$ cat src/rtl/rgb_to_hsv_converter_unit_macros.svh
// Assertion macros shared by the RGB to HSV converter RTL.
`ifndef RGB_TO_HSV_CONVERTER_UNIT_MACROS_SVH
`define RGB_TO_HSV_CONVERTER_UNIT_MACROS_SVH

`ifndef SYNTHESIS
// Check a property on every rising clock edge, skipped while reset is held.
`define HSV_ASSERT(label, clk, rst_n, prop) \
  label: assert property (@(posedge clk) disable iff (!rst_n) prop) \
    else $error("%m: assertion failed");
// Check a property on every rising clock edge, reset included.
`define HSV_ASSERT_ALWAYS(label, clk, prop) \
  label: assert property (@(posedge clk) prop) \
    else $error("%m: assertion failed");
`else
`define HSV_ASSERT(label, clk, rst_n, prop)
`define HSV_ASSERT_ALWAYS(label, clk, prop)
`endif

`endif

$ cat src/rtl/hsv_pkg.sv
// Shared types and constants of the RGB to HSV converter.
package hsv_pkg;

  // Default widths of one color component and of the hue/saturation fraction
  localparam int HSV_COMPONENT_BITS = 8;
  localparam int HSV_FRACTION_BITS  = 16;

  // Hue offset after the swaps, in sixths of a turn
  typedef enum logic [1:0] {
    K_ZERO = 2'd0,
    K_NEG6 = 2'd1,
    K_NEG2 = 2'd2,
    K_POS4 = 2'd3
  } offset_t;

  // Special-case flags that ride along with an item through the dividers
  typedef struct packed {
    logic hue_zero;
    logic sat_zero;
  } hsv_flags_t;

endpackage

$ cat src/rtl/hsv_in_if.sv
// Pixel input channel: valid/ready handshake with three color components.
interface hsv_in_if #(
  parameter int COMPONENT_BITS = 8
) ();
  logic                      valid;
  logic                      ready;
  logic [COMPONENT_BITS-1:0] red_in;
  logic [COMPONENT_BITS-1:0] green_in;
  logic [COMPONENT_BITS-1:0] blue_in;

  modport source (output valid, output red_in, output green_in, output blue_in,
                  input ready);
  modport sink   (input valid, input red_in, input green_in, input blue_in,
                  output ready);
endinterface

$ cat src/rtl/hsv_out_if.sv
// Result channel: valid/ready handshake with hue, saturation and value.
interface hsv_out_if #(
  parameter int COMPONENT_BITS = 8,
  parameter int FRACTION_BITS  = 16
) ();
  logic                      valid;
  logic                      ready;
  logic [FRACTION_BITS-1:0]  hue_out;
  logic [FRACTION_BITS-1:0]  saturation_out;
  logic [COMPONENT_BITS-1:0] value_out;

  modport source (output valid, output hue_out, output saturation_out,
                  output value_out, input ready);
  modport sink   (input valid, input hue_out, input saturation_out,
                  input value_out, output ready);
endinterface

$ cat src/rtl/hsv_front.sv
// Front end: sort the components, form chroma, then hue numerator and divisors.
module hsv_front
  import hsv_pkg::*;
#(
  parameter int COMPONENT_BITS = HSV_COMPONENT_BITS
) (
  input  logic                      clk,
  input  logic                      rst_n,
  input  logic                      in_valid,
  output logic                      in_ready,
  input  logic [COMPONENT_BITS-1:0] in_red,
  input  logic [COMPONENT_BITS-1:0] in_green,
  input  logic [COMPONENT_BITS-1:0] in_blue,
  output logic                      out_valid,
  input  logic                      out_ready,
  output hsv_flags_t                out_flags,
  output logic [COMPONENT_BITS-1:0] out_value,
  output logic [COMPONENT_BITS+3:0] out_p_h,
  output logic [COMPONENT_BITS+2:0] out_den_h,
  output logic [COMPONENT_BITS:0]   out_p_s,
  output logic [COMPONENT_BITS-1:0] out_den_s
);

`include "rgb_to_hsv_converter_unit_macros.svh"

  localparam int CB = COMPONENT_BITS;

  // Stage 1: swapped components and offset
  logic          s1_valid_r;
  logic [CB-1:0] s1_r_r, s1_g_r, s1_b_r;
  offset_t       s1_k_r;
  logic [CB-1:0] s1_r_nxt, s1_g_nxt, s1_b_nxt;
  offset_t       s1_k_nxt;
  logic          s1_ready;

  // Stage 2: value, chroma, remaining pair and offset
  logic          s2_valid_r;
  logic [CB-1:0] s2_r_r, s2_g_r, s2_b_r, s2_c_r;
  offset_t       s2_k_r;
  logic [CB-1:0] s2_c_nxt;
  logic          s2_ready;

  // Stage 3: hue numerator magnitude and both divisors
  logic          s3_valid_r;
  logic [CB-1:0] s3_value_r, s3_c_r;
  logic [CB+2:0] s3_mag_r, s3_den_r;
  logic [CB+2:0] s3_mag_nxt, s3_den_nxt;
  logic          s3_ready;

  logic signed [CB+3:0] c_ext, kc, diff, num, neg_num;

  // Chain the stage readies: a stage moves when it is empty or its successor moves
  assign s3_ready = !s3_valid_r || out_ready;
  assign s2_ready = !s2_valid_r || s3_ready;
  assign s1_ready = !s1_valid_r || s2_ready;
  assign in_ready = s1_ready;

  // Order the components with up to two swaps, tracking the offset
  always_comb begin
    s1_r_nxt = in_red;
    s1_g_nxt = in_green;
    s1_b_nxt = in_blue;
    s1_k_nxt = K_ZERO;
    if (in_green < in_blue) begin
      s1_g_nxt = in_blue;
      s1_b_nxt = in_green;
      s1_k_nxt = K_NEG6;
    end
    if (in_red < s1_g_nxt) begin
      s1_r_nxt = s1_g_nxt;
      s1_g_nxt = in_red;
      s1_k_nxt = (s1_k_nxt == K_NEG6) ? K_POS4 : K_NEG2;
    end
  end

  always_ff @(posedge clk) begin
    if (!rst_n) begin
      s1_valid_r <= 1'b0;
    end else if (s1_ready) begin
      s1_valid_r <= in_valid;
    end
  end

  always_ff @(posedge clk) begin
    if (s1_ready) begin
      s1_r_r <= s1_r_nxt;
      s1_g_r <= s1_g_nxt;
      s1_b_r <= s1_b_nxt;
      s1_k_r <= s1_k_nxt;
    end
  end

  // Chroma is the largest minus the smaller of the other two
  assign s2_c_nxt = (s1_g_r < s1_b_r) ? (s1_r_r - s1_g_r) : (s1_r_r - s1_b_r);

  always_ff @(posedge clk) begin
    if (!rst_n) begin
      s2_valid_r <= 1'b0;
    end else if (s2_ready) begin
      s2_valid_r <= s1_valid_r;
    end
  end

  always_ff @(posedge clk) begin
    if (s2_ready) begin
      s2_r_r <= s1_r_r;
      s2_g_r <= s1_g_r;
      s2_b_r <= s1_b_r;
      s2_c_r <= s2_c_nxt;
      s2_k_r <= s1_k_r;
    end
  end

  // Form |K*chroma + (g - b)| with shifts and 6*chroma for the hue divisor
  always_comb begin
    c_ext = signed'({4'b0000, s2_c_r});
    case (s2_k_r)
      K_ZERO:  kc = '0;
      K_NEG6:  kc = -((c_ext <<< 2) + (c_ext <<< 1));
      K_NEG2:  kc = -(c_ext <<< 1);
      K_POS4:  kc = c_ext <<< 2;
      default: kc = '0;
    endcase
    diff    = signed'({4'b0000, s2_g_r}) - signed'({4'b0000, s2_b_r});
    num     = kc + diff;
    neg_num = -num;
    s3_mag_nxt = num[CB+3] ? neg_num[CB+2:0] : num[CB+2:0];
    s3_den_nxt = {1'b0, s2_c_r, 2'b00} + {2'b00, s2_c_r, 1'b0};
  end

  always_ff @(posedge clk) begin
    if (!rst_n) begin
      s3_valid_r <= 1'b0;
    end else if (s3_ready) begin
      s3_valid_r <= s2_valid_r;
    end
  end

  always_ff @(posedge clk) begin
    if (s3_ready) begin
      s3_value_r <= s2_r_r;
      s3_c_r     <= s2_c_r;
      s3_mag_r   <= s3_mag_nxt;
      s3_den_r   <= s3_den_nxt;
    end
  end

  // Hand the dividends and divisors to the divider chain
  assign out_valid          = s3_valid_r;
  assign out_flags.hue_zero = (s3_c_r == '0);
  assign out_flags.sat_zero = (s3_value_r == '0);
  assign out_value          = s3_value_r;
  assign out_p_h            = {1'b0, s3_mag_r};
  assign out_den_h          = s3_den_r;
  assign out_p_s            = {1'b0, s3_c_r};
  assign out_den_s          = s3_value_r;

  `HSV_ASSERT(a_sort_max, clk, rst_n, s1_valid_r |-> (s1_r_r >= s1_g_r && s1_r_r >= s1_b_r))
  `HSV_ASSERT(a_mag_bound, clk, rst_n, s3_valid_r |-> (s3_mag_r <= s3_den_r))

endmodule

$ cat src/rtl/hsv_div_step.sv
// One restoring-division stage: one quotient bit for hue and one for saturation.
module hsv_div_step
  import hsv_pkg::*;
#(
  parameter int COMPONENT_BITS = HSV_COMPONENT_BITS,
  parameter int FRACTION_BITS  = HSV_FRACTION_BITS
) (
  input  logic                      clk,
  input  logic                      rst_n,
  input  logic                      in_valid,
  output logic                      in_ready,
  input  hsv_flags_t                in_flags,
  input  logic [COMPONENT_BITS-1:0] in_value,
  input  logic [COMPONENT_BITS+3:0] in_p_h,
  input  logic [COMPONENT_BITS+2:0] in_den_h,
  input  logic [FRACTION_BITS:0]    in_q_h,
  input  logic [COMPONENT_BITS:0]   in_p_s,
  input  logic [COMPONENT_BITS-1:0] in_den_s,
  input  logic [FRACTION_BITS:0]    in_q_s,
  output logic                      out_valid,
  input  logic                      out_ready,
  output hsv_flags_t                out_flags,
  output logic [COMPONENT_BITS-1:0] out_value,
  output logic [COMPONENT_BITS+3:0] out_p_h,
  output logic [COMPONENT_BITS+2:0] out_den_h,
  output logic [FRACTION_BITS:0]    out_q_h,
  output logic [COMPONENT_BITS:0]   out_p_s,
  output logic [COMPONENT_BITS-1:0] out_den_s,
  output logic [FRACTION_BITS:0]    out_q_s
);

`include "rgb_to_hsv_converter_unit_macros.svh"

  localparam int WH = COMPONENT_BITS + 3;
  localparam int WS = COMPONENT_BITS;

  logic          valid_r;
  hsv_flags_t    flags_r;
  logic [WS-1:0] value_r;
  logic [WH:0]   p_h_r;
  logic [WH-1:0] den_h_r;
  logic [FRACTION_BITS:0] q_h_r;
  logic [WS:0]   p_s_r;
  logic [WS-1:0] den_s_r;
  logic [FRACTION_BITS:0] q_s_r;

  logic          bit_h, bit_s;
  logic [WH:0]   rem_h;
  logic [WS:0]   rem_s;
  logic [WH:0]   p_h_nxt;
  logic [WS:0]   p_s_nxt;

  assign in_ready = !valid_r || out_ready;

  // Compare, subtract on success, then double the remainder for the next bit
  always_comb begin
    bit_h   = (in_p_h >= {1'b0, in_den_h});
    rem_h   = bit_h ? (in_p_h - {1'b0, in_den_h}) : in_p_h;
    p_h_nxt = {rem_h[WH-1:0], 1'b0};
    bit_s   = (in_p_s >= {1'b0, in_den_s});
    rem_s   = bit_s ? (in_p_s - {1'b0, in_den_s}) : in_p_s;
    p_s_nxt = {rem_s[WS-1:0], 1'b0};
  end

  always_ff @(posedge clk) begin
    if (!rst_n) begin
      valid_r <= 1'b0;
    end else if (in_ready) begin
      valid_r <= in_valid;
    end
  end

  always_ff @(posedge clk) begin
    if (in_ready) begin
      flags_r <= in_flags;
      value_r <= in_value;
      p_h_r   <= p_h_nxt;
      den_h_r <= in_den_h;
      q_h_r   <= {in_q_h[FRACTION_BITS-1:0], bit_h};
      p_s_r   <= p_s_nxt;
      den_s_r <= in_den_s;
      q_s_r   <= {in_q_s[FRACTION_BITS-1:0], bit_s};
    end
  end

  assign out_valid = valid_r;
  assign out_flags = flags_r;
  assign out_value = value_r;
  assign out_p_h   = p_h_r;
  assign out_den_h = den_h_r;
  assign out_q_h   = q_h_r;
  assign out_p_s   = p_s_r;
  assign out_den_s = den_s_r;
  assign out_q_s   = q_s_r;

  `HSV_ASSERT(a_rem_h_bound, clk, rst_n, (valid_r && den_h_r != '0) |-> (p_h_r < {den_h_r, 1'b0}))
  `HSV_ASSERT(a_rem_s_bound, clk, rst_n, (valid_r && den_s_r != '0) |-> (p_s_r < {den_s_r, 1'b0}))

endmodule

$ cat src/rtl/hsv_back.sv
// Back end: clamp the quotients, apply the gray and black cases, hold the result.
module hsv_back
  import hsv_pkg::*;
#(
  parameter int COMPONENT_BITS = HSV_COMPONENT_BITS,
  parameter int FRACTION_BITS  = HSV_FRACTION_BITS
) (
  input  logic                      clk,
  input  logic                      rst_n,
  input  logic                      in_valid,
  output logic                      in_ready,
  input  hsv_flags_t                in_flags,
  input  logic [COMPONENT_BITS-1:0] in_value,
  input  logic [FRACTION_BITS:0]    in_q_h,
  input  logic [FRACTION_BITS:0]    in_q_s,
  hsv_out_if.source                 out_px
);

`include "rgb_to_hsv_converter_unit_macros.svh"

  localparam int FB = FRACTION_BITS;

  logic                      valid_r;
  logic [FB-1:0]             hue_r, sat_r;
  logic [COMPONENT_BITS-1:0] value_r;
  logic [FB-1:0]             hue_nxt, sat_nxt;

  assign in_ready = !valid_r || out_px.ready;

  // Clamp a full-scale quotient to all ones; force zero for gray or black
  always_comb begin
    if (in_flags.hue_zero) begin
      hue_nxt = '0;
    end else if (in_q_h[FB]) begin
      hue_nxt = '1;
    end else begin
      hue_nxt = in_q_h[FB-1:0];
    end
    if (in_flags.sat_zero) begin
      sat_nxt = '0;
    end else if (in_q_s[FB]) begin
      sat_nxt = '1;
    end else begin
      sat_nxt = in_q_s[FB-1:0];
    end
  end

  always_ff @(posedge clk) begin
    if (!rst_n) begin
      valid_r <= 1'b0;
    end else if (in_ready) begin
      valid_r <= in_valid;
    end
  end

  always_ff @(posedge clk) begin
    if (in_ready) begin
      hue_r   <= hue_nxt;
      sat_r   <= sat_nxt;
      value_r <= in_value;
    end
  end

  assign out_px.valid          = valid_r;
  assign out_px.hue_out        = hue_r;
  assign out_px.saturation_out = sat_r;
  assign out_px.value_out      = value_r;

  `HSV_ASSERT(a_q_h_range, clk, rst_n, (in_valid && !in_flags.hue_zero) |-> (!in_q_h[FB] || in_q_h[FB-1:0] == '0))
  `HSV_ASSERT(a_black_sat, clk, rst_n, (valid_r && value_r == '0) |-> (sat_r == '0))

endmodule

$ cat src/rtl/rgb_to_hsv_converter_unit.sv
// Top level of the RGB to HSV converter: front end, divider chain, output stage.
//
// Converts one RGB pixel per clock into hue, saturation (both fractions of
// 2^FRACTION_BITS, clamped to all ones) and value (largest component). The
// pipeline takes a new pixel every cycle while the result side keeps up; a
// stalled result holds in the output register and the stages fill their
// bubbles before input ready drops. The pipeline holds
// three front stages (sort, chroma, numerator and divisors), FRACTION_BITS + 1
// restoring-division stages that each settle one quotient bit of both hue and
// saturation, and the output register. Reset only clears the valid bits.
module rgb_to_hsv_converter_unit
  import hsv_pkg::*;
#(
  parameter int COMPONENT_BITS = HSV_COMPONENT_BITS,
  parameter int FRACTION_BITS  = HSV_FRACTION_BITS
) (
  input  logic      clk,
  input  logic      rst_n,
  hsv_in_if.sink    in_px,
  hsv_out_if.source out_px
);

  localparam int CB    = COMPONENT_BITS;
  localparam int FB    = FRACTION_BITS;
  localparam int NSTEP = FRACTION_BITS + 1;

  // Links between stages; index 0 is the front end output
  logic          link_valid [NSTEP+1];
  logic          link_ready [NSTEP+1];
  hsv_flags_t    link_flags [NSTEP+1];
  logic [CB-1:0] link_value [NSTEP+1];
  logic [CB+3:0] link_p_h   [NSTEP+1];
  logic [CB+2:0] link_den_h [NSTEP+1];
  logic [FB:0]   link_q_h   [NSTEP+1];
  logic [CB:0]   link_p_s   [NSTEP+1];
  logic [CB-1:0] link_den_s [NSTEP+1];
  logic [FB:0]   link_q_s   [NSTEP+1];

  // Sort, chroma and divisor preparation
  hsv_front #(
    .COMPONENT_BITS(CB)
  ) u_front (
    .clk       (clk),
    .rst_n     (rst_n),
    .in_valid  (in_px.valid),
    .in_ready  (in_px.ready),
    .in_red    (in_px.red_in),
    .in_green  (in_px.green_in),
    .in_blue   (in_px.blue_in),
    .out_valid (link_valid[0]),
    .out_ready (link_ready[0]),
    .out_flags (link_flags[0]),
    .out_value (link_value[0]),
    .out_p_h   (link_p_h[0]),
    .out_den_h (link_den_h[0]),
    .out_p_s   (link_p_s[0]),
    .out_den_s (link_den_s[0])
  );

  // Start both quotients empty
  assign link_q_h[0] = '0;
  assign link_q_s[0] = '0;

  // One quotient bit per stage
  for (genvar i = 0; i < NSTEP; i++) begin : g_div
    hsv_div_step #(
      .COMPONENT_BITS(CB),
      .FRACTION_BITS (FB)
    ) u_step (
      .clk       (clk),
      .rst_n     (rst_n),
      .in_valid  (link_valid[i]),
      .in_ready  (link_ready[i]),
      .in_flags  (link_flags[i]),
      .in_value  (link_value[i]),
      .in_p_h    (link_p_h[i]),
      .in_den_h  (link_den_h[i]),
      .in_q_h    (link_q_h[i]),
      .in_p_s    (link_p_s[i]),
      .in_den_s  (link_den_s[i]),
      .in_q_s    (link_q_s[i]),
      .out_valid (link_valid[i+1]),
      .out_ready (link_ready[i+1]),
      .out_flags (link_flags[i+1]),
      .out_value (link_value[i+1]),
      .out_p_h   (link_p_h[i+1]),
      .out_den_h (link_den_h[i+1]),
      .out_q_h   (link_q_h[i+1]),
      .out_p_s   (link_p_s[i+1]),
      .out_den_s (link_den_s[i+1]),
      .out_q_s   (link_q_s[i+1])
    );
  end

  // Clamp, special cases and output register
  hsv_back #(
    .COMPONENT_BITS(CB),
    .FRACTION_BITS (FB)
  ) u_back (
    .clk      (clk),
    .rst_n    (rst_n),
    .in_valid (link_valid[NSTEP]),
    .in_ready (link_ready[NSTEP]),
    .in_flags (link_flags[NSTEP]),
    .in_value (link_value[NSTEP]),
    .in_q_h   (link_q_h[NSTEP]),
    .in_q_s   (link_q_s[NSTEP]),
    .out_px   (out_px)
  );

endmodule
$ cat src/flat_wrapper.sv
// flat-port wrapper written by rule: the top's interface ports become plain ports
module rgb_to_hsv_converter_unit_flat import hsv_pkg::*;
#(
  parameter int COMPONENT_BITS = HSV_COMPONENT_BITS,
  parameter int FRACTION_BITS  = HSV_FRACTION_BITS
)
  (clk, rst_n, in_px_valid, in_px_red_in, in_px_green_in, in_px_blue_in, in_px_ready, out_px_valid, out_px_hue_out, out_px_saturation_out, out_px_value_out, out_px_ready);
  hsv_in_if #(.COMPONENT_BITS(COMPONENT_BITS)) in_px_i ();
  hsv_out_if #(.COMPONENT_BITS(COMPONENT_BITS), .FRACTION_BITS(FRACTION_BITS)) out_px_i ();
  input  logic clk;
  input  logic rst_n;
  input wire logic [$bits(in_px_i.valid)-1:0] in_px_valid;
  input wire logic [$bits(in_px_i.red_in)-1:0] in_px_red_in;
  input wire logic [$bits(in_px_i.green_in)-1:0] in_px_green_in;
  input wire logic [$bits(in_px_i.blue_in)-1:0] in_px_blue_in;
  output wire logic [$bits(in_px_i.ready)-1:0] in_px_ready;
  output wire logic [$bits(out_px_i.valid)-1:0] out_px_valid;
  output wire logic [$bits(out_px_i.hue_out)-1:0] out_px_hue_out;
  output wire logic [$bits(out_px_i.saturation_out)-1:0] out_px_saturation_out;
  output wire logic [$bits(out_px_i.value_out)-1:0] out_px_value_out;
  input wire logic [$bits(out_px_i.ready)-1:0] out_px_ready;
  assign in_px_i.valid = in_px_valid;
  assign in_px_i.red_in = in_px_red_in;
  assign in_px_i.green_in = in_px_green_in;
  assign in_px_i.blue_in = in_px_blue_in;
  assign in_px_ready = in_px_i.ready;
  assign out_px_valid = out_px_i.valid;
  assign out_px_hue_out = out_px_i.hue_out;
  assign out_px_saturation_out = out_px_i.saturation_out;
  assign out_px_value_out = out_px_i.value_out;
  assign out_px_i.ready = out_px_ready;
  rgb_to_hsv_converter_unit #(.COMPONENT_BITS(COMPONENT_BITS), .FRACTION_BITS(FRACTION_BITS)) u_core (.clk(clk), .rst_n(rst_n), .in_px(in_px_i), .out_px(out_px_i));
endmodule
$ cat config.mk
export PLATFORM = sky130hd
export DESIGN_NAME = rgb_to_hsv_converter_unit_flat
export DESIGN_NICKNAME = d
export VERILOG_FILES = /design/src/rtl/hsv_pkg.sv /design/src/rtl/hsv_in_if.sv /design/src/rtl/hsv_out_if.sv /design/src/rtl/hsv_front.sv /design/src/rtl/hsv_div_step.sv /design/src/rtl/hsv_back.sv /design/src/rtl/rgb_to_hsv_converter_unit.sv /design/src/flat_wrapper.sv
export VERILOG_INCLUDE_DIRS = /design/src /design/src/rtl
export SDC_FILE = /design/constraint.sdc
export NUM_CORES = 2
export LEC_CHECK = 0
export BUFFER_PORTS_ARGS = -buffer_cell sky130_fd_sc_hd__buf_2
export CORE_UTILIZATION = 32
export DETAILED_ROUTE_END_ITERATION = 12
export PLACE_DENSITY = 0.55
export SLEW_MARGIN = 20
export SYNTH_ARGS = -nofsm -noshare
export SYNTH_HDL_FRONTEND = slang
export SYNTH_SLANG_ARGS = --single-unit
$ cat constraint.sdc
create_clock -name clk -period 12.1 [get_ports clk]
set_input_delay 2.42 -clock clk [delete_from_list [all_inputs] [get_ports clk]]
set_output_delay 2.42 -clock clk [all_outputs]
set_load 0.01 [all_outputs]
==> results by stage <==
Worst setup path:
- The worst setup path is launched from a primary input.
- The critical path is of the in -> out type.
- The length in cells of the worst reg-to-reg path is 20.
- STA classifies the critical path endpoint as an output port.
- The largest single stage delay on the critical path is around 520 ps.
- Traced cell by cell, the critical path runs through buf_2 > nor2b_2 > and2_2 > inv_2 > nor2_1 > and3_1 > and3_1 > and2_0 > and4_1 > inv_1 > buf_4 > buf_2.
- The destination of the worst register-to-register timing path is u_core.u_front.s3_mag_r[9].
- In this run the critical register-to-register path is launched from u_core.u_front.s2_c_r[2].
- The critical-path cell with the highest stage delay is sky130_fd_sc_hd__nor2_1.
- The worst register-to-register path has a setup slack of about 7300 ps.
- The cell family contributing the most delay on the critical path is simple AND/OR/NAND/NOR gates.
- The required time at the worst-slack endpoint is slightly below 10,000 ps.
- Together, buffers and inverters on the worst path number 5.
- Data arrives at the worst endpoint at roughly 5700 ps.
- The highest fanout seen on the critical path is between 40 and 50.

Clock network:
- Clock-pin slew was measured on the worst setup and hold paths at around 60 ps.
- Once the clock tree was built, the resizer swapped 0 gates to a different size.
- The longest clock path from root to sink contains 3 buffers.
- The clock reaches the later pin of the worst-skew pair after roughly 760 ps.
- The total setup buffers inserted after CTS is 0.
- Buffers inserted during clock tree synthesis total 110.
- The depth of the CTS H-tree is 3.
- CTS placed an instance of sky130_fd_sc_hd__clkbuf_16 at the clock tree root.
- The CTS tree is yes.
- After clock tree synthesis, the flow added hold-fix buffers numbering 0.
- The number of sinks handled by clock tree synthesis is approximately 1,100.

Hold path:
- The path class of the lowest-slack min-delay path is reg -> reg.
- The cell depth of the worst min-delay path is 0.
- For hold timing, the worst endpoint is u_core.g_div[4].u_step.out_q_h[4].
- The start point of the worst hold path is u_core.g_div[3].u_step.out_q_h[3].

Global routing:
- The largest net degree at the start of global routing is 71.
- The via count of the first global-routing pass was just under 30,000.
- The initial antenna violation count is 2.
- The remaining global-route overflow is 0.
- The global-route usage over all layers is between 10% and 20%.
- The wire length of the first global-routing pass is around 140,000 um.

Floorplanning:
- The die outline width is approximately 410 um.
- The total area inside the core boundary comes to between 150,000 and 200,000 sq um.
- The initial core utilization is between 30 and 40%.
- The total number of placement rows is roughly 150.
- Measured along the y axis, the die boundary spans ~410 um.
- The die area is about 160,000 sq um.
- The count of pins on the block boundary is 70.

Placement:
- Input and output buffers added on the ports amount to 69.
- The wire-length estimate of the detail-placed layout is 64,100 um.
- The instance count after placement with tap cells included is slightly above 6,000.
- The placer congestion estimate is ~0.83.

Drt:
- The remaining number of nets flagged by the antenna check after routing is 0.
- For this block, the via count after detailed routing is 27,900.
- The iteration count of the initial detailed-routing pass is 5.
- The remaining routing DRC violations is 0.
- The total wire length after detailed routing is roughly 85,000 um.
- The average via count per standard cell is between 4 and 5.
- After detailed routing, the average wire length per cell comes to 13.7 um.
- The number of violations reported at the end of detailed-routing iteration 0 is around 1,100.

Flow run:
- The count of maximum capacitance violations is 0.

Layout:
- The layout has about 15,000 filler cells.
- Cells fill 36.7% of the core in the end.
- The area growth from synthesis to layout is 13.5%.
- The share of layout cells above drive strength 1 is a little over an eighth.
- After the flow finishes, the layout carries non-filler instances totaling approximately 6,300.
- Leaving out fill and tap cells, the most frequent cells in the layout are 1,061 x sky130_fd_sc_hd__edfxtp_1, 508 x sky130_fd_sc_hd__inv_1, 374 x sky130_fd_sc_hd__ha_1.
- The most common cell after layout, fill and taps aside is sky130_fd_sc_hd__edfxtp_1.
- The net total in the final layout is roughly 4,400.

Timing:
- For the final routed database, the setup TNS stands at 0 ps.
- For the pin with the worst max-slew slack, the measured transition is slightly below 1000 ps.
- Headroom to the max-slew limit came out at 35.3%.
- The count of endpoints failing hold in the final timing report is 0.
- Setup repair after global routing left no endpoint under its margin.
- The number of slew-limit violations in the final report is 0.
- The total of endpoints with negative setup slack in the final report is 0.
- Subtracting the final worst setup slack from the clock period gives just over 8000 ps.
- Final hold analysis gives a worst-case slack of approximately 360 ps.
- The maximum frequency from static timing analysis is around 0.12 GHz.
- The final critical path takes up between 60 and 70% of the cycle.
- The maximum clock skew at final layout is 88.8 ps.

Yosys:
- Counting flops with an async set or reset pin after synthesis yields a share of 0%.
- Synthesis produced 3,824 cells.
- The most used flip-flop cell after synthesis is sky130_fd_sc_hd__edfxtp_1.
- A synthesized cell averages ~14 sq um.
- Yosys mapped a number of flops with a built-in enable equal to roughly 1,100.
- Counting every net in the synthesized netlist gives around 4,300.
- The number of distinct library cell variants in the gate-level netlist after synthesis is 76.
- The post-synth design cell area is roughly 52,000 sq um.
- The register bit count reported by yosys is ~1,100.
- The Yosys step of the flow raised 0 warnings.
- For this run, the register share of the synthesized area comes to about 62%.

Status:
- The flow ran to the end, and the final reports show no timing, DRC or antenna violations.
## synth_stat cells, types with 15 or more instances
master / n / area (sq um)
sky130_fd_sc_hd__edfxtp_1: 1061 / 31900
sky130_fd_sc_hd__inv_1: 515 / 1930
sky130_fd_sc_hd__ha_1: 374 / 4680
sky130_fd_sc_hd__nor2_1: 249 / 935
sky130_fd_sc_hd__mux2_2: 220 / 2480
sky130_fd_sc_hd__o21ai_0: 153 / 766
sky130_fd_sc_hd__nand2_1: 152 / 571
sky130_fd_sc_hd__xnor2_1: 131 / 1150
sky130_fd_sc_hd__a21oi_1: 103 / 515
sky130_fd_sc_hd__nor2b_1: 94 / 588
sky130_fd_sc_hd__a21o_1: 91 / 683
sky130_fd_sc_hd__xor2_1: 68 / 596
sky130_fd_sc_hd__a21boi_0: 52 / 390
sky130_fd_sc_hd__nand4_1: 51 / 319
sky130_fd_sc_hd__mux2i_1: 48 / 480
sky130_fd_sc_hd__nand2b_1: 47 / 294
sky130_fd_sc_hd__fa_1: 36 / 721
sky130_fd_sc_hd__o21a_1: 36 / 270
sky130_fd_sc_hd__nor3_1: 32 / 160
sky130_fd_sc_hd__and2_1: 30 / 188
sky130_fd_sc_hd__nand3_1: 28 / 140
sky130_fd_sc_hd__dfxtp_1: 21 / 420
sky130_fd_sc_hd__a211oi_1: 17 / 128
sky130_fd_sc_hd__o21ai_1: 17 / 85.1
sky130_fd_sc_hd__a221oi_1: 15 / 131
sky130_fd_sc_hd__a31oi_1: 15 / 93.8
## cell families (layout without fill, tap and decap cells)
kind of cell / Yosys count / count (layout) / synth area share [%]
fa+ha+maj: 410 / 410 / 10.4
xor+xnor: 202 / 202 / 3.44
buf+inv: 541 / 806 / 3.97
flops: 1082 / 1082 / 62.0
simple gates: 739 / 739 / 6.93
compound gates: 580 / 580 / 7.49
other cells: 0 / 1 / 0
mux: 270 / 270 / 5.74
## worst max path at each step
stage / start / end / slack, ps / depth (start not counted)
floorplan: out_px_ready / in_px_ready / 4390 / 9
global placement: out_px_ready / in_px_ready / 4000 / 12
detailed placement: out_px_ready / in_px_ready / 3940 / 12
CTS: out_px_ready / in_px_ready / 3920 / 12
global route: out_px_ready / in_px_ready / 3640 / 12
finish: out_px_ready / in_px_ready / 3940 / 12
## area by class of cell
cell class	count	area, sq um	share of cell area (%)
clock inverters	68	978	1.66
flip-flops and latches	1082	32300	54.7
multi-input cells	2201	17700	30.0
well taps	2160	2700	4.58
diodes	1	2.50	0.00424
clock buffers	139	2940	4.98
inverters	515	1930	3.28
repair buffers	84	458	0.776
## per-layer routing
layer	vias to the layer above	share of wire, %	global-route usage, %
li1	14100	-	-
met1	13300	41	11.2
met2	302	54	20.4
met3	166	2.9	2.04
met4	0	3.0	3.79
met5	-	0	0
## per-stage QoR
step	instance area [sq um]	worst slack (ps)
after floorplan	52000	4390
after global placement	55100	4000
after detailed placement	55100	3940
after CTS	59000	3920
after global routing	59000	3640
final	59000	3940
## sequential cells by signal, summed over array words and instances (netlist names), 11 cells and up
name,flops
u_core.g_div.u_step.out_valid,17
u_core.g_div.u_step.out_q_s,153
u_core.g_div.u_step.out_value,40
u_core.g_div.u_step.out_p_h,161
u_core.u_front.s3_mag_r,11
u_core.g_div.u_step.out_den_h,160
u_core.g_div.u_step.out_den_s,96
u_core.u_back.out_px.hue_out,16
u_core.g_div.u_step.out_p_s,128
u_core.u_back.out_px.saturation_out,16
u_core.g_div.u_step.out_q_h,153
u_core.g_div.u_step.out_flags,34
Power is not shown: default switching activity piles up to over one toggle a cycle in this logic, so the estimate is an artifact.
